### src/rtl/core/dirs_pkg.sv
// Package for the drain-and-idle reset sequencer.
// Holds phase, kind and status codes, field widths and constants.
// No dependencies; used by the channel interfaces and the core.
`default_nettype none

package dirs_pkg;

   localparam int unsigned CNT_W      = 16;
   localparam int unsigned TOTAL_W    = 32;
   localparam int unsigned WORD_W     = 32;
   localparam int unsigned ACT_W      = 16;
   localparam int unsigned CODE_W     = 2;
   localparam int unsigned STREAK_W   = 2;

   localparam logic [CNT_W-1:0]    MAX_POLLS_RESET   = 16'd1000;
   localparam logic [ACT_W-1:0]    ACTIVITY_MASK     = 16'hffff;
   localparam logic [STREAK_W-1:0] IDLE_POLLS_NEEDED = 2'd2;

   typedef enum logic [2:0] {
      PH_NONE     = 3'd0,
      PH_DRAIN    = 3'd1,
      PH_PREDELAY = 3'd2,
      PH_IDLE     = 3'd3,
      PH_PKT_ACK  = 3'd4,
      PH_BUF_ACK  = 3'd5
   } phase_type;

   typedef enum logic [CODE_W-1:0] {
      K_START = 2'd0,
      K_POLL  = 2'd1,
      K_ACK   = 2'd2
   } kind_type;

   typedef enum logic [CODE_W-1:0] {
      ST_OK      = 2'd0,
      ST_TIMEOUT = 2'd1,
      ST_FAIL    = 2'd2
   } status_type;

   // code 3 counts as other failure
   function automatic status_type norm_status(input logic [CODE_W-1:0] code);
      status_type res;
      case (code)
         ST_OK:      res = ST_OK;
         ST_TIMEOUT: res = ST_TIMEOUT;
         default:    res = ST_FAIL;
      endcase
      return res;
   endfunction

endpackage

`default_nettype wire

### src/rtl/core/dirs_req_if.sv
// Request channel of the reset sequencer: valid/ready plus one item.
// Depends on dirs_pkg for field widths.
`default_nettype none

interface dirs_req_if
   import dirs_pkg::*;
   ();
   logic                valid;
   logic                ready;
   logic [CODE_W-1:0]   kind;
   logic [WORD_W-1:0]   target_value;
   logic [WORD_W-1:0]   observed_value;
   logic [ACT_W-1:0]    activity_word;
   logic [CODE_W-1:0]   reported_status;

   modport source (output valid, kind, target_value, observed_value,
                   activity_word, reported_status, input ready);
   modport sink   (input valid, kind, target_value, observed_value,
                   activity_word, reported_status, output ready);
endinterface

`default_nettype wire

### src/rtl/core/dirs_rsp_if.sv
// Response channel of the reset sequencer: valid/ready plus one result.
// Depends on dirs_pkg for field widths.
`default_nettype none

interface dirs_rsp_if
   import dirs_pkg::*;
   ();
   logic                valid;
   logic                ready;
   logic                sequence_done;
   logic [CODE_W-1:0]   final_status;
   logic                request_packet_reset;
   logic                request_buffer_reset;
   logic [CNT_W-1:0]    drain_polls_used;
   logic [CNT_W-1:0]    idle_polls_used;
   logic [TOTAL_W-1:0]  completed_total;
   logic [TOTAL_W-1:0]  timeout_total;
   logic [TOTAL_W-1:0]  failure_total;

   modport source (output valid, sequence_done, final_status,
                   request_packet_reset, request_buffer_reset,
                   drain_polls_used, idle_polls_used, completed_total,
                   timeout_total, failure_total, input ready);
   modport sink   (input valid, sequence_done, final_status,
                   request_packet_reset, request_buffer_reset,
                   drain_polls_used, idle_polls_used, completed_total,
                   timeout_total, failure_total, output ready);
endinterface

`default_nettype wire

### src/rtl/core/drain_and_idle_reset_sequencer.sv
// Top level of the drain-and-idle reset sequencer: phase control,
// poll counting and outcome counters. Uses dirs_pkg, dirs_req_if, dirs_rsp_if.
//
//   channel   dir   handshake        beat
//   req_ch    in    valid/ready      kind, target/observed, activity, status
//   rsp_ch    out   valid/ready      done, status, requests, counts, totals
//   csr_*     in    csr_wr_en        max polls per wait phase (16 bits)
//
// One beat per cycle unless the response stalls: each request beat is decided
// in the cycle it is taken and its response lands in the output register on that edge.
// A request is taken while the output register is empty or being drained.
// Synchronous active-high reset: phase none, all counts zero, limit 1000.
// Response stall holds all state; counts shown are the live state registers.
`default_nettype none

module drain_and_idle_reset_sequencer
   import dirs_pkg::*;
(
   input  wire              clock,
   input  wire              reset,
   dirs_req_if.sink         req_ch,
   dirs_rsp_if.source       rsp_ch,
   input  wire              csr_wr_en,
   input  wire [CNT_W-1:0]  csr_wr_data
);

   logic [CNT_W-1:0]    max_polls_ff;
   phase_type           phase_ff, phase_in;
   logic [CNT_W-1:0]    poll_ff, poll_in;
   logic [STREAK_W-1:0] streak_ff, streak_in;
   logic [CNT_W-1:0]    drain_ff, drain_in;
   logic [CNT_W-1:0]    idle_ff, idle_in;
   logic [TOTAL_W-1:0]  succ_ff, succ_in;
   logic [TOTAL_W-1:0]  tout_ff, tout_in;
   logic [TOTAL_W-1:0]  fail_ff, fail_in;

   logic                rsp_valid_ff;
   logic                done_ff, done_in;
   status_type          fstat_ff, fstat_in;
   logic                req_pkt_ff, req_pkt_in;
   logic                req_buf_ff, req_buf_in;

   logic                req_fire;
   logic [CNT_W-1:0]    poll_next;
   logic [STREAK_W-1:0] streak_upd;
   status_type          status;

   assign req_ch.ready = !rsp_valid_ff || rsp_ch.ready;
   assign req_fire     = req_ch.valid && req_ch.ready;
   assign poll_next    = poll_ff + 1'b1;
   assign status       = norm_status(req_ch.reported_status);

   always_comb begin
      if ((req_ch.activity_word & ACTIVITY_MASK) == '0) begin
         streak_upd = (streak_ff < IDLE_POLLS_NEEDED) ? streak_ff + 1'b1 : streak_ff;
      end else begin
         streak_upd = '0;
      end
   end

   always_comb begin
      phase_in   = phase_ff;
      poll_in    = poll_ff;
      streak_in  = streak_ff;
      drain_in   = drain_ff;
      idle_in    = idle_ff;
      succ_in    = succ_ff;
      tout_in    = tout_ff;
      fail_in    = fail_ff;
      done_in    = 1'b0;
      fstat_in   = ST_OK;
      req_pkt_in = 1'b0;
      req_buf_in = 1'b0;

      case (phase_ff)
         PH_NONE: begin
            if (req_ch.kind == K_START) begin
               drain_in  = '0;
               idle_in   = '0;
               poll_in   = '0;
               streak_in = '0;
               phase_in  = PH_DRAIN;
               if (max_polls_ff == '0) begin
                  done_in  = 1'b1;
                  fstat_in = ST_TIMEOUT;
               end
            end
         end
         PH_DRAIN: begin
            if (req_ch.kind == K_POLL) begin
               if (req_ch.target_value == req_ch.observed_value) begin
                  drain_in = poll_next;
                  poll_in  = '0;
                  phase_in = PH_PREDELAY;
               end else if (status != ST_OK) begin
                  drain_in = poll_next;
                  done_in  = 1'b1;
                  fstat_in = status;
               end else begin
                  poll_in = poll_next;
                  if (poll_next >= max_polls_ff) begin
                     drain_in = max_polls_ff;
                     done_in  = 1'b1;
                     fstat_in = ST_TIMEOUT;
                  end
               end
            end
         end
         PH_PREDELAY: begin
            if (req_ch.kind == K_POLL) begin
               if (status != ST_OK) begin
                  done_in  = 1'b1;
                  fstat_in = status;
               end else begin
                  poll_in   = '0;
                  streak_in = '0;
                  phase_in  = PH_IDLE;
                  if (max_polls_ff == '0) begin
                     idle_in  = max_polls_ff;
                     done_in  = 1'b1;
                     fstat_in = ST_TIMEOUT;
                  end
               end
            end
         end
         PH_IDLE: begin
            if (req_ch.kind == K_POLL) begin
               streak_in = streak_upd;
               if (status != ST_OK) begin
                  idle_in  = poll_next;
                  done_in  = 1'b1;
                  fstat_in = status;
               end else if (streak_upd == IDLE_POLLS_NEEDED) begin
                  idle_in    = poll_next;
                  poll_in    = '0;
                  streak_in  = '0;
                  phase_in   = PH_PKT_ACK;
                  req_pkt_in = 1'b1;
               end else begin
                  poll_in = poll_next;
                  if (poll_next >= max_polls_ff) begin
                     idle_in  = max_polls_ff;
                     done_in  = 1'b1;
                     fstat_in = ST_TIMEOUT;
                  end
               end
            end
         end
         PH_PKT_ACK: begin
            if (req_ch.kind == K_ACK) begin
               if (status == ST_OK) begin
                  phase_in   = PH_BUF_ACK;
                  req_buf_in = 1'b1;
               end else begin
                  done_in  = 1'b1;
                  fstat_in = status;
               end
            end
         end
         PH_BUF_ACK: begin
            if (req_ch.kind == K_ACK) begin
               done_in  = 1'b1;
               fstat_in = status;
            end
         end
         default: begin
            phase_in = PH_NONE;
         end
      endcase

      if (done_in) begin
         phase_in  = PH_NONE;
         poll_in   = '0;
         streak_in = '0;
         case (fstat_in)
            ST_OK:      succ_in = succ_ff + 1'b1;
            ST_TIMEOUT: tout_in = tout_ff + 1'b1;
            default:    fail_in = fail_ff + 1'b1;
         endcase
      end
   end

   always_ff @(posedge clock) begin
      if (reset) begin
         max_polls_ff <= MAX_POLLS_RESET;
      end else if (csr_wr_en) begin
         max_polls_ff <= csr_wr_data;
      end
   end

   always_ff @(posedge clock) begin
      if (reset) begin
         phase_ff  <= PH_NONE;
         poll_ff   <= '0;
         streak_ff <= '0;
         drain_ff  <= '0;
         idle_ff   <= '0;
         succ_ff   <= '0;
         tout_ff   <= '0;
         fail_ff   <= '0;
      end else if (req_fire) begin
         phase_ff  <= phase_in;
         poll_ff   <= poll_in;
         streak_ff <= streak_in;
         drain_ff  <= drain_in;
         idle_ff   <= idle_in;
         succ_ff   <= succ_in;
         tout_ff   <= tout_in;
         fail_ff   <= fail_in;
      end
   end

   always_ff @(posedge clock) begin
      if (reset) begin
         rsp_valid_ff <= 1'b0;
      end else if (req_fire) begin
         rsp_valid_ff <= 1'b1;
      end else if (rsp_ch.ready) begin
         rsp_valid_ff <= 1'b0;
      end
   end

   always_ff @(posedge clock) begin
      if (req_fire) begin
         done_ff    <= done_in;
         fstat_ff   <= fstat_in;
         req_pkt_ff <= req_pkt_in;
         req_buf_ff <= req_buf_in;
      end
   end

   assign rsp_ch.valid                = rsp_valid_ff;
   assign rsp_ch.sequence_done        = done_ff;
   assign rsp_ch.final_status         = fstat_ff;
   assign rsp_ch.request_packet_reset = req_pkt_ff;
   assign rsp_ch.request_buffer_reset = req_buf_ff;
   assign rsp_ch.drain_polls_used     = drain_ff;
   assign rsp_ch.idle_polls_used      = idle_ff;
   assign rsp_ch.completed_total      = succ_ff;
   assign rsp_ch.timeout_total        = tout_ff;
   assign rsp_ch.failure_total        = fail_ff;

`ifndef ASSERT_OFF
   a_done_excl_req: assert property (@(posedge clock) disable iff (reset)
      rsp_valid_ff && done_ff |-> !req_pkt_ff && !req_buf_ff)
      else $error("done beat also carries a reset request");

   a_status_idle: assert property (@(posedge clock) disable iff (reset)
      rsp_valid_ff && !done_ff |-> fstat_ff == ST_OK)
      else $error("nonzero status on a beat that did not end the sequence");

   a_done_phase: assert property (@(posedge clock) disable iff (reset)
      rsp_valid_ff && done_ff |-> phase_ff == PH_NONE && poll_ff == '0)
      else $error("sequence ended but phase or poll count not cleared");

   a_one_total: assert property (@(posedge clock) disable iff (reset)
      req_fire |=> $countones({succ_ff != $past(succ_ff), tout_ff != $past(tout_ff),
                               fail_ff != $past(fail_ff)}) <= 1)
      else $error("more than one outcome counter moved on one beat");

   a_streak_cap: assert property (@(posedge clock) disable iff (reset)
      streak_ff <= IDLE_POLLS_NEEDED)
      else $error("idle streak above saturation");
`endif

endmodule

`default_nettype wire
### src/flat_wrapper.sv
// flat-port wrapper written by rule: the top's interface ports become plain ports
module drain_and_idle_reset_sequencer_flat import dirs_pkg::*;
  (clock, reset, csr_wr_en, csr_wr_data, req_ch_valid, req_ch_kind, req_ch_target_value, req_ch_observed_value, req_ch_activity_word, req_ch_reported_status, req_ch_ready, rsp_ch_valid, rsp_ch_sequence_done, rsp_ch_final_status, rsp_ch_request_packet_reset, rsp_ch_request_buffer_reset, rsp_ch_drain_polls_used, rsp_ch_idle_polls_used, rsp_ch_completed_total, rsp_ch_timeout_total, rsp_ch_failure_total, rsp_ch_ready);
  dirs_req_if req_ch_i ();
  dirs_rsp_if rsp_ch_i ();
  input  wire clock;
  input  wire reset;
  input  wire csr_wr_en;
  input  wire [CNT_W-1:0] csr_wr_data;
  input wire logic [$bits(req_ch_i.valid)-1:0] req_ch_valid;
  input wire logic [$bits(req_ch_i.kind)-1:0] req_ch_kind;
  input wire logic [$bits(req_ch_i.target_value)-1:0] req_ch_target_value;
  input wire logic [$bits(req_ch_i.observed_value)-1:0] req_ch_observed_value;
  input wire logic [$bits(req_ch_i.activity_word)-1:0] req_ch_activity_word;
  input wire logic [$bits(req_ch_i.reported_status)-1:0] req_ch_reported_status;
  output wire logic [$bits(req_ch_i.ready)-1:0] req_ch_ready;
  output wire logic [$bits(rsp_ch_i.valid)-1:0] rsp_ch_valid;
  output wire logic [$bits(rsp_ch_i.sequence_done)-1:0] rsp_ch_sequence_done;
  output wire logic [$bits(rsp_ch_i.final_status)-1:0] rsp_ch_final_status;
  output wire logic [$bits(rsp_ch_i.request_packet_reset)-1:0] rsp_ch_request_packet_reset;
  output wire logic [$bits(rsp_ch_i.request_buffer_reset)-1:0] rsp_ch_request_buffer_reset;
  output wire logic [$bits(rsp_ch_i.drain_polls_used)-1:0] rsp_ch_drain_polls_used;
  output wire logic [$bits(rsp_ch_i.idle_polls_used)-1:0] rsp_ch_idle_polls_used;
  output wire logic [$bits(rsp_ch_i.completed_total)-1:0] rsp_ch_completed_total;
  output wire logic [$bits(rsp_ch_i.timeout_total)-1:0] rsp_ch_timeout_total;
  output wire logic [$bits(rsp_ch_i.failure_total)-1:0] rsp_ch_failure_total;
  input wire logic [$bits(rsp_ch_i.ready)-1:0] rsp_ch_ready;
  assign req_ch_i.valid = req_ch_valid;
  assign req_ch_i.kind = req_ch_kind;
  assign req_ch_i.target_value = req_ch_target_value;
  assign req_ch_i.observed_value = req_ch_observed_value;
  assign req_ch_i.activity_word = req_ch_activity_word;
  assign req_ch_i.reported_status = req_ch_reported_status;
  assign req_ch_ready = req_ch_i.ready;
  assign rsp_ch_valid = rsp_ch_i.valid;
  assign rsp_ch_sequence_done = rsp_ch_i.sequence_done;
  assign rsp_ch_final_status = rsp_ch_i.final_status;
  assign rsp_ch_request_packet_reset = rsp_ch_i.request_packet_reset;
  assign rsp_ch_request_buffer_reset = rsp_ch_i.request_buffer_reset;
  assign rsp_ch_drain_polls_used = rsp_ch_i.drain_polls_used;
  assign rsp_ch_idle_polls_used = rsp_ch_i.idle_polls_used;
  assign rsp_ch_completed_total = rsp_ch_i.completed_total;
  assign rsp_ch_timeout_total = rsp_ch_i.timeout_total;
  assign rsp_ch_failure_total = rsp_ch_i.failure_total;
  assign rsp_ch_i.ready = rsp_ch_ready;
  drain_and_idle_reset_sequencer u_core (.clock(clock), .reset(reset), .req_ch(req_ch_i), .rsp_ch(rsp_ch_i), .csr_wr_en(csr_wr_en), .csr_wr_data(csr_wr_data));
endmodule
### config.mk
export PLATFORM = sky130hd
export DESIGN_NAME = drain_and_idle_reset_sequencer_flat
export DESIGN_NICKNAME = d
export VERILOG_FILES = /design/src/rtl/core/dirs_pkg.sv /design/src/rtl/core/dirs_req_if.sv /design/src/rtl/core/dirs_rsp_if.sv /design/src/rtl/core/drain_and_idle_reset_sequencer.sv /design/src/flat_wrapper.sv
export SDC_FILE = /design/constraint.sdc
export NUM_CORES = 1
export LEC_CHECK = 0
export ABC_AREA = 1
export BUFFER_PORTS_ARGS = -buffer_cell sky130_fd_sc_hd__buf_4
export CAP_MARGIN = 20
export CELL_PAD_IN_SITES_DETAIL_PLACEMENT = 1
export CELL_PAD_IN_SITES_GLOBAL_PLACEMENT = 2
export CORE_ASPECT_RATIO = 0.9
export CORE_MARGIN = 2
export CORE_UTILIZATION = 25
export CTS_CLUSTER_DIAMETER = 150
export DETAILED_ROUTE_END_ITERATION = 8
export GPL_ROUTABILITY_DRIVEN = 0
export GPL_TIMING_DRIVEN = 0
export PLACE_DENSITY_LB_ADDON = 0.12
export SETUP_SLACK_MARGIN = 0.4
export SLEW_MARGIN = 20
export SYNTH_ARGS = -nofsm -noshare
export SYNTH_HDL_FRONTEND = slang
export SYNTH_SLANG_ARGS = --single-unit
### constraint.sdc
create_clock -name clock -period 4.3 [get_ports clock]
set_input_delay 0.86 -clock clock [delete_from_list [all_inputs] [get_ports clock]]
set_output_delay 0.86 -clock clock [all_outputs]
set_load 0.02 [all_outputs]
==> impl_metrics.csv, run 1 <==
group,metric,value,unit
run_status,status,"finished clean",
synthesis,synth_warnings,0,
clocking,clkSinkCount,171,
setup_path,critPathKind,"reg -> reg",
power_and_ir_drop,power_frac_seq,36.2,%
synthesis,synthesis.area,10400,um2
clocking,hold_buffers,0,
routing,drt-pass1-iter-count,5,
routing,via_per_inst,4.77,
synthesis,synth_seq_cells,171,
power_and_ir_drop,pwr-share-comb,32.6,%
final_layout,fin_cells,2440,
floorplanning,design.die.area,43300,um2
final_layout,syn2layout_area_growth,32.5,%
timing,hold_viol_final,0,
global_route,antenna_found_initial,1,
routing,ant_nets,0,
clocking,cts.clk_slew.worst_paths,80,ps
floorplanning,fp-row-count,70,
placed_design,dp_hpwl,35.4,mm
power_and_ir_drop,p_leak,5.71,nW
power_and_ir_drop,swShare,37.8,%
global_route,grt_first_pass_wirelength,68.1,mm
floorplanning,die_w,219,um
timing,setup_violations,0,
synthesis,synth_edf_count,5,
power_and_ir_drop,intPower,0.00326,W
clocking,cts_buffers,17,
setup_path,cp-start-kind,"flip-flop",
timing,rsz0062_at_grt,"false",
floorplanning,start_util,25.5,%
synthesis,syn_nets,1741,
floorplanning,dieHeight,198,um
final_layout,nNetsFinal,2013,
worst_hold_path,hp-class,"reg -> reg",
floorplanning,core-area,40800,um2
clocking,cts_root_buf,"clkbuf_16",
worst_hold_path,min_path_cells,2,
global_route,grt_pass1_vias,11624,
timing,fin_hold_ws,471,ps
timing,drv_slew,0,
placed_design,io_buffer_count,238,
job,maxCapViolCount,0,
setup_path,ff2ff_path_depth,25,
timing,fin_crit,3620,ps
synthesis,async_reset_ff_share,0,%
timing,min_period_over_period,84.3,%
synthesis,syn_avg_cell_area,6.44,um2
power_and_ir_drop,peakVddDrop,0.000256,V
setup_path,critical_path_arrival,3980,ps
timing,tightest_slew,970,ps
final_layout,final_common_cell,"nand2_1",
clocking,cts-htree-levels,4,
setup_path,cp.required,4660,ps
timing,timing.fmax,0.276,GHz
power_and_ir_drop,pwr-share-clk,31.2,%
final_layout,drive_gt1_share,19.4,%
floorplanning,io_pins,240,
global_route,grt_max_degree,17,
routing,drtIter0Drc,565,
routing,dr_total_vias,11628,
setup_path,end_kind,"flip-flop",
synthesis,ys_seq_area_share,33.4,%
synthesis,ys.flop_type,"dfxtp_1",
global_route,grt_use_total,20.6,%
global_route,grt_overflow,0,
clocking,tritoncts,"yes",
routing,wl_per_cell,18.2,um
power_and_ir_drop,net-switching-power,0.00198,W
synthesis,synth_cells,1615,
setup_path,critPathMaxFanout,10,
synthesis,yosysUniqueCellTypes,48,
final_layout,final_cell_mix,"nand2_1, buf_4, nor2_1",
final_layout,diodes,0,
placed_design,dp.cells,2393,
timing,slew_headroom,35.3,%
power_and_ir_drop,p_per_area,380,nW/um2
timing,final.setup_skew,12.9,ps
clocking,clk_latency,470,ps
clocking,cts_max_path_buffers,2,
routing,drc,0,
routing,routed_wl,44.5,mm
power by group through the flow:
| stage | Clock [W] | Sequential [W] | Combinational (W) |
|---|---|---|---|
| 2_1_floorplan | 0 | 0.00197 | 0.000888 |
| 3_3_place_gp | 0 | 0.00192 | 0.00155 |
| 3_5_place_dp | 0 | 0.00192 | 0.00157 |
| 4_1_cts | 0.00168 | 0.00189 | 0.00162 |
| 5_1_grt | 0.00173 | 0.00192 | 0.00189 |
| 6_report | 0.00163 | 0.00190 | 0.00171 |
logic make-up after synthesis:
kind of cell               synth area share (%)
buffers and inverters                      9.45
adders and majority gates                  2.52
and+or+nand+nor                            36.6
AOI/OAI and AO/OA                          12.9
xor gates and xnor gates                   5.13
DFF                                        33.4
path summary, 6_finish.rpt:
check / start / endpoint / slack [ps]
setup / recovery: u_core.poll_ff[0] / u_core.rsp_ch.completed_total[3] / 680
hold / removal: u_core.rsp_ch.drain_polls_used[10] / u_core.rsp_ch.drain_polls_used[10] / 470
setup reg to reg: u_core.poll_ff[0] / u_core.rsp_ch.completed_total[3] / 680
hold reg to reg: u_core.rsp_ch.drain_polls_used[10] / u_core.rsp_ch.drain_polls_used[10] / 470
sequential cells by signal (all words and copies together) (netlist names):
| signal | cells |
|---|---|
| u_core.max_polls_ff | 16 |
| u_core.rsp_ch.idle_polls_used | 16 |
| u_core.rsp_ch.request_buffer_reset | 1 |
| u_core.rsp_ch.timeout_total | 32 |
| u_core.rsp_ch.request_packet_reset | 1 |
| u_core.rsp_ch.drain_polls_used | 16 |
| u_core.poll_ff | 16 |
| u_core.rsp_ch.failure_total | 32 |
| u_core.phase_ff | 3 |
| u_core.rsp_ch.completed_total | 32 |
| u_core.rsp_ch.valid | 1 |
| u_core.rsp_ch.sequence_done | 1 |
| u_core.streak_ff | 2 |
| u_core.rsp_ch.final_status | 2 |
cells in the mapped netlist (3+ instances only):
cell	n	area share, %
clkbuf_1	24	0.87
buf_2	15	0.72
nor2_1	219	7.9
nand3b_1	3	0.22
xor2_1	29	2.4
inv_1	185	6.7
o21a_1	3	0.22
o211ai_1	4	0.29
buf_1	4	0.14
nand2_1	416	15
xnor2_1	32	2.7
o2111ai_1	6	0.50
nand3_4	4	0.67
ha_1	21	2.5
a21oi_1	128	6.2
edfxtp_1	5	1.4
nor2_4	4	0.43
nor3_1	66	3.2
a211oi_1	7	0.50
nand4_1	45	2.7
and3_1	4	0.24
inv_2	10	0.36
nand3_1	77	3.7
dfxtp_1	166	32
buf_4	4	0.29
nor4_1	18	1.1
nor3b_1	5	0.36
a221oi_1	9	0.76
o21ai_0	75	3.6
layout make-up:
class,count,area (um2)
plain buffers,49,262
fillers,5204,27000
well taps,540,676
multi-input cells,1196,6100
clock buffers,20,447
clock inverters,12,138
flip-flops and latches,171,3480
repair buffers,253,1920
inverters,199,756
per-layer routing:
metal / up-vias / global-route usage, % / wire length [um]
met1: 5562 / 29.0 / 22200
met2: 218 / 32.8 / 20000
met4: 0 / 5.16 / 554
met5: - / 0 / 0
li1: 5818 / - / -
met3: 30 / 3.25 / 1720
critical path, stage by stage (launching register included):
cell	delay, ps
dfxtp_4	380
ha_4	140
nand3_2	100
nor2_2	130
inv_1	70
nor3_2	200
nand2_2	120
nor2_4	160
nand2_2	100
xnor2_4	160
ha_4	280
nand4_1	170
nor2_2	170
nand2_2	110
nand2_2	90
nand2_1	60
nand2_2	100
nand3_4	110
nand2_8	130
nand3_4	70
nor2_4	130
buf_12	140
buf_6	160
nand3_1	90
nand2_1	90
nor2_1	40
stage by stage:
stage	power [W]	setup slack [ps]	utilization, %	TNS (ps)	instance area (um2)
2_1_floorplan	0.00286	1120	-	0	10400
3_3_place_gp	0.00347	-105	31.5	-1030	12900
3_5_place_dp	0.00349	-144	31.5	-3190	12900
4_1_cts	0.00519	406	33.2	0	13600
5_1_grt	0.00553	340	33.8	0	13800
6_report	0.00524	675	33.8	0	13800
timing repair:
action                                  in CTS  in global routing
pin swaps                                    4                 14
buffers inserted                             4                 11
gates resized for setup                     16                 35
endpoints found under the setup margin     117                112
No activity file was read; power rests on OpenSTA's default activity.
==> run 2, diff against run 1 <==
--- a/config.mk
+++ b/config.mk
@@ -5,7 +5,7 @@
 export SDC_FILE = /design/constraint.sdc
 export NUM_CORES = 1
 export LEC_CHECK = 0
-export ABC_AREA = 1
+export ABC_AREA = 0
 export BUFFER_PORTS_ARGS = -buffer_cell sky130_fd_sc_hd__buf_4
 export CAP_MARGIN = 20
 export CELL_PAD_IN_SITES_DETAIL_PLACEMENT = 1
==> constraint.sdc (replaced) <==
create_clock -name clock -period 3.3 [get_ports clock]
set_input_delay 0.66 -clock clock [delete_from_list [all_inputs] [get_ports clock]]
set_output_delay 0.66 -clock clock [all_outputs]
set_load 0.02 [all_outputs]
==> run 2 against run 1 <==
Effect of this change:
- the flow now finishes with violations (negative setup slack)
- clock-buffer cell count grew 1
- clock power grew 32%
- worst setup slack worse by 1400 ps
- critical endpoint is now u_core.rsp_ch.completed_total[29]
- largest cell class unchanged
==> impl_metrics.csv, run 2 <==
group,metric,value,unit
floorplanning,die_w,208,um
setup_path,slowest_stage,"or4_4",
routing,ant_nets,0,
setup_path,path_cells,"clkbuf_4 -> nand4_1 -> buf_4 -> nor3_2 -> nand2_1 -> xnor2_2 -> ha_1 -> nand4_1 -> or2_4 -> a2111oi_4 -> buf_4 -> nor4_4 -> o221ai_4 -> buf_6 -> a31oi_4 -> buf_6 -> buf_6 -> or4_4 -> a21oi_2",
final_layout,syn2layout_area_growth,55.4,%
clocking,clkSinkCount,171,
routing,drc,0,
synthesis,netlist_top_cells_count,"dfxtp_1, a21oi_1, nor2_1",
synthesis,synth_top_area_share,35.3,%
final_layout,drive_gt1_share,37.7,%
synthesis,syn_nets,1264,
timing,tightest_slew,1190,ps
clocking,cts_root_buf,"clkbuf_16",
synthesis,synth_cells,1138,
floorplanning,start_util,25.3,%
setup_path,cpMostUsedCell,"buf_6",
synthesis,yosysUniqueCellTypes,69,
power_and_ir_drop,p_leak,5.70,nW
synthesis,synth_seq_cells,171,
clocking,cts-htree-levels,4,
placed_design,pre_cts_ws,-1260,ps
clocking,cts_buffers,17,
setup_path,critPathMaxFanout,7,
setup_path,cp.required,3680,ps
final_layout,final_cell_mix,"buf_4, dfxtp_1, nor2_1",
synthesis,ys_seq_area_share,36.9,%
run_status,status,"complete, but fails checks",
routing,routed_wl,39.7,mm
floorplanning,dieHeight,188,um
power_and_ir_drop,peakVddDrop,0.000375,V
routing,dr_total_vias,10040,
power_and_ir_drop,report.power.total,0.00533,W
floorplanning,io_pins,240,
floorplanning,design.die.area,39200,um2
job,maxCapViolCount,0,
clocking,clk_latency,460,ps
timing,drv_slew,0,
global_route,grt_pass1_vias,10377,
timing,final.setup_skew,15.6,ps
setup_path,critical_path_arrival,4360,ps
timing,slew_headroom,20.5,%
final_layout,fin_util,39.3,%
synthesis,synth_edf_count,5,
routing,drt-pass1-iter-count,4,
clocking,tritoncts,"yes",
global_route,grt_max_degree,17,
timing,fin_crit,3980,ps
clocking,hold_buffers,0,
clocking,cts.clk_slew.worst_paths,70,ps
setup_path,critical-path-max-stage-delay,410,ps
synthesis,syn_avg_cell_area,8.26,um2
floorplanning,core-area,37100,um2
timing,setup_violations,112,
timing,setup_ws,-679,ps
power_and_ir_drop,p_per_area,365,nW/um2
worst_hold_path,hp-class,"in -> reg",
global_route,antenna_found_initial,1,
timing,hold_viol_final,0,
setup_path,critPathKind,"reg -> reg",
timing,timing.fmax,0.251,GHz
floorplanning,fp-row-count,67,
global_route,grt_overflow,0,
final_layout,final_common_cell,"buf_4",
clocking,cts_max_path_buffers,2,
synthesis,yosys.cell_count.top_type,"dfxtp_1",
run_status,violations,"negative setup slack",
routing,via_per_inst,5.14,
final_layout,nNetsFinal,1585,
timing,min_period_over_period,121,%
placed_design,dp_hpwl,28.5,mm
routing,drtIter0Drc,343,
setup_path,end_kind,"flip-flop",
synthesis,synthesis.area,9400,um2
synthesis,yosys.area.top_type,"dfxtp_1",
routing,wl_per_cell,20.3,um
synthesis,synth_warnings,0,
placed_design,io_buffer_count,237,
synthesis,synthTopCellsByArea,"dfxtp_1, a21oi_1, o31ai_1",
setup_path,cp-start-kind,"flip-flop",
timing,rsz0062_at_grt,"true",
global_route,grt_first_pass_wirelength,60.9,mm
synthesis,ys.flop_type,"dfxtp_1",
synthesis,async_reset_ff_share,0,%
global_route,grt_use_total,20.0,%
[run 2: cell count changes after synthesis, moves of 35 or more]
cell / delta
nor3_1: -35
nand2_1: -335
inv_1: -145
o21ai_0: -41
or4_1: +53
nor2_1: -135
o31ai_1: +53
[run 2: cell type report]
cell class | count | area (um2)
multi-input cells | 850 | 6690
fillers | 4248 | 22500
plain buffers | 77 | 561
well taps | 483 | 604
flip-flops and latches | 171 | 3490
clock buffers | 21 | 482
repair buffers | 302 | 2530
diodes | 1 | 2.50
inverters | 40 | 150
clock inverters | 9 | 109
[run 2: stage by stage]
| stage | hold WS (ps) | cells | cell area, um2 | setup TNS [ps] |
|---|---|---|---|---|
| detailed placement | 470 | 1858 | 12100 | -112000 |
| CTS | 401 | 1934 | 13700 | -66860 |
| global route | 424 | 1953 | 14600 | -74880 |
| global placement | 455 | 1858 | 12100 | -113680 |
| finish | 422 | 1954 | 14600 | -57560 |
| floorplan | 446 | 1138 | 9680 | -14860 |
[run 2: path summary, 6_finish.rpt]
check	from	to	slack, ps	cells past startpoint
setup / recovery	u_core.poll_ff[2]	u_core.rsp_ch.completed_total[29]	-680	19
hold reg to reg	u_core.streak_ff[1]	u_core.streak_ff[1]	480	2
hold / removal	csr_wr_data[6]	u_core.max_polls_ff[6]	420	3
setup reg to reg	u_core.poll_ff[2]	u_core.rsp_ch.completed_total[29]	-680	19
[run 2: repair_timing]
action	in CTS	in global routing
endpoints found under the setup margin	133	130
cloned	8	3
pin swaps	61	61
resized for setup	122	139
setup buffers	38	16
[run 2: logic make-up (layout without fill, tap and decap cells)]
kind of cell,count (synthesis),after routing,share of synthesized area (%)
and+or+nand+nor,465,465,26.9
AOI/OAI and AO/OA,264,264,18.4
DFF,171,171,36.9
buffers and inverters,117,449,5.03
xor gates and xnor gates,64,64,5.96
muxes,36,36,4.02
adders and majority gates,21,21,2.79
other,0,1,0
[run 2: metal layers]
metal | GRT usage, % | routed length, um | vias up
met2 | 33.1 | 18800 | 161
met4 | 5.01 | 434 | 0
met3 | 3.05 | 1270 | 29
li1 | - | - | 4864
met1 | 27.3 | 19200 | 4986
met5 | 0 | 0 | -
[run 2: worst max-delay path, delay by kind of cell, from the launching register on]
family | cells | cell delay [ps]
AOI/OAI and AO/OA | 4 | 760
buffers and inverters | 6 | 1020
DFF | 1 | 310
adders and majority gates | 1 | 290
and+or+nand+nor | 7 | 1330
xor gates and xnor gates | 1 | 190
[run 2: power breakdown]
part           internal [W]  leakage [nW]  switching (W)  total, W
clock network       0.00120         0.283       0.000950   0.00215
logic              0.000437          4.02       0.000594   0.00103
registers           0.00211          1.40      0.0000420   0.00215
total               0.00374          5.70        0.00159   0.00533
==> run 3, diff against run 2 <==
--- a/config.mk
+++ b/config.mk
@@ -6,6 +6,7 @@
 export NUM_CORES = 1
 export LEC_CHECK = 0
 export ABC_AREA = 0
+export ABC_CLOCK_PERIOD_IN_PS = 3300
 export BUFFER_PORTS_ARGS = -buffer_cell sky130_fd_sc_hd__buf_4
 export CAP_MARGIN = 20
 export CELL_PAD_IN_SITES_DETAIL_PLACEMENT = 1
@@ -19,6 +20,7 @@
 export GPL_TIMING_DRIVEN = 0
 export PLACE_DENSITY_LB_ADDON = 0.12
 export SETUP_SLACK_MARGIN = 0.4
+export SKIP_CTS_REPAIR_TIMING = 1
 export SLEW_MARGIN = 20
 export SYNTH_ARGS = -nofsm -noshare
 export SYNTH_HDL_FRONTEND = slang
==> run 3 against run 2 <==
Effect of this change:
- the flow still finishes with violations (negative setup slack)
- hold slack improved by 2.3 ps
- combinational power about the same
- sequential power about the same
==> impl_metrics.csv, run 3 (same netlist as run 2, synthesis figures left out) <==
group,metric,value,unit
final_layout,multiInputGateArea,6390,um2
timing,setup_violations,112,
timing,slew_headroom,21.4,%
timing,min_period_over_period,124,%
worst_hold_path,min_from,"csr_wr_data[6]",
routing,via_per_inst,5.12,
run_status,violations,"negative setup slack",
timing,tns,-73290,ps
setup_path,reg2reg_setup_slack,-790,ps
setup_path,critPathKind,"reg -> reg",
clocking,cts.clk_slew.worst_paths,70,ps
placed_design,dp_hpwl,28.5,mm
final_layout,fillers,4316,
routing,drtIter0Drc,345,
power_and_ir_drop,report.power.total,0.00531,W
job,maxCapViolCount,0,
timing,rsz0062_at_grt,"true",
routing,wl_per_cell,20.0,um
clocking,clkSinkCount,171,
placed_design,pre_cts_ws,-1260,ps
clocking,tritoncts,"yes",
global_route,grt_pass1_vias,10030,
clocking,clk_latency,460,ps
worst_hold_path,hp-class,"in -> reg",
global_route,antenna_found_initial,1,
clocking,cts_buffers,17,
setup_path,cp.required,3620,ps
timing,timing.fmax,0.244,GHz
routing,dr_total_vias,9925,
power_and_ir_drop,p_per_area,378,nW/um2
timing,tightest_slew,1180,ps
setup_path,critical_path_arrival,4410,ps
floorplanning,dieHeight,188,um
timing,final.setup_skew,12.4,ps
floorplanning,core-area,37100,um2
setup_path,ff2ff_path_depth,17,
final_layout,final_cell_mix,"buf_4, dfxtp_1, nor2_1",
routing,routed_wl,38.8,mm
final_layout,syn2layout_area_growth,49.3,%
final_layout,drive_gt1_share,35.1,%
floorplanning,fp-row-count,67,
floorplanning,io_pins,240,
timing,setup_ws,-795,ps
floorplanning,design.die.area,39200,um2
routing,ant_nets,0,
global_route,grt_overflow,0,
run_status,status,"complete, but fails checks",
routing,drc,0,
placed_design,detailed_place.area,12100,um2
worst_hold_path,min_to,"u_core.max_polls_ff[6]",
setup_path,cpLargestDelayFamily,"compound AO/OA/AOI/OAI gates",
floorplanning,die_w,208,um
final_layout,nNetsFinal,1570,
clocking,cts_max_path_buffers,2,
final_layout,final_common_cell,"buf_4",
setup_path,critical-path-max-stage-delay,440,ps
setup_path,timing.rr.end,"u_core.rsp_ch.timeout_total[23]",
final_layout,fin_area,14000,um2
power_and_ir_drop,peakVddDrop,0.000345,V
routing,drt-pass1-iter-count,4,
worst_hold_path,min_path_cells,3,
timing,hold_viol_final,0,
power_and_ir_drop,p_leak,5.50,nW
timing,drv_slew,0,
global_route,grt_first_pass_wirelength,58.7,mm
global_route,grt_max_degree,17,
global_route,grt_use_total,19.2,%
placed_design,io_buffer_count,237,
timing,fin_hold_ws,424,ps
setup_path,slowest_stage,"o41ai_1",
setup_path,cp.buffers_inverters,3,
setup_path,critPathMaxFanout,10,
setup_path,cp-start-kind,"flip-flop",
clocking,cts-htree-levels,4,
timing,fin_crit,4090,ps
setup_path,end_kind,"flip-flop",
final_layout,seqCellArea,3480,um2
setup_path,timing.rr.start,"u_core.poll_ff[1]",
clocking,cts_root_buf,"clkbuf_16",
setup_path,path_cells,"ha_4 -> nand4_1 -> buf_4 -> nor3_2 -> nand2_1 -> xnor2_4 -> ha_1 -> nand4_1 -> or2_4 -> a2111oi_4 -> nor4_4 -> o221ai_4 -> a21boi_4 -> buf_8 -> buf_8 -> o41ai_1 -> a21oi_2",
floorplanning,start_util,25.3,%
run 3: power breakdown:
| group | switching [W] | internal [W] | leakage (nW) | total, W |
|---|---|---|---|---|
| sequential | 0.0000458 | 0.00211 | 1.39 | 0.00216 |
| clock | 0.000928 | 0.00119 | 0.283 | 0.00212 |
| combinational | 0.000591 | 0.000443 | 3.83 | 0.00103 |
run 3: worst reg2reg max path, cell delays in order, from the launching register on:
cell       delay (ps)
dfxtp_4           390
ha_4              170
nand4_1           130
buf_4             190
nor3_2            170
nand2_1           160
xnor2_4           200
ha_1              280
nand4_1           140
or2_4             310
a2111oi_4         330
nor4_4            100
o221ai_4          370
a21boi_4          150
buf_8             180
buf_8             150
o41ai_1           440
a21oi_2           100
run 3: area by class of cell:
class	count	share of cell area, %
well taps	483	4.31
clock inverters	9	0.775
multi-input cells	850	45.5
inverters	40	1.07
plain buffers	77	3.64
flip-flops and latches	171	24.8
clock buffers	21	3.43
diodes	1	0.0178
repair buffers	287	16.4
run 3: worst max-delay path by stage:
stage,slack (ps),to,cells after the start,from
6_report,-790,u_core.rsp_ch.timeout_total[23],17,u_core.poll_ff[1]
5_1_grt,-1010,u_core.rsp_ch.timeout_total[23],16,u_core.poll_ff[1]
4_1_cts,-1270,u_core.rsp_ch.timeout_total[1],17,u_core.poll_ff[0]
3_5_place_dp,-1260,u_core.rsp_ch.timeout_total[1],17,u_core.poll_ff[0]
3_3_place_gp,-1350,u_core.poll_ff[0],15,u_core.poll_ff[0]
2_1_floorplan,-290,u_core.rsp_ch.timeout_total[3],16,u_core.poll_ff[0]
run 3: through the flow:
| step | util [%] | std cells |
|---|---|---|
| finish | 37.8 | 1939 |
| CTS | 34.1 | 1888 |
| global placement | 32.5 | 1858 |
| detailed placement | 32.5 | 1858 |
| global route | 37.8 | 1938 |
| floorplan | - | 1138 |
run 3: routing by layer:
layer  routed length (um)  share of wire [%]  track usage [%]  vias to the layer above
met5                    0                  0                0                        -
met4                  337               0.87             4.01                        0
met3                 1250                3.2             3.67                       18
met2                18200                 47             31.5                      160
met1                19000                 49             26.2                     4923
li1                     -                  -                -                     4824
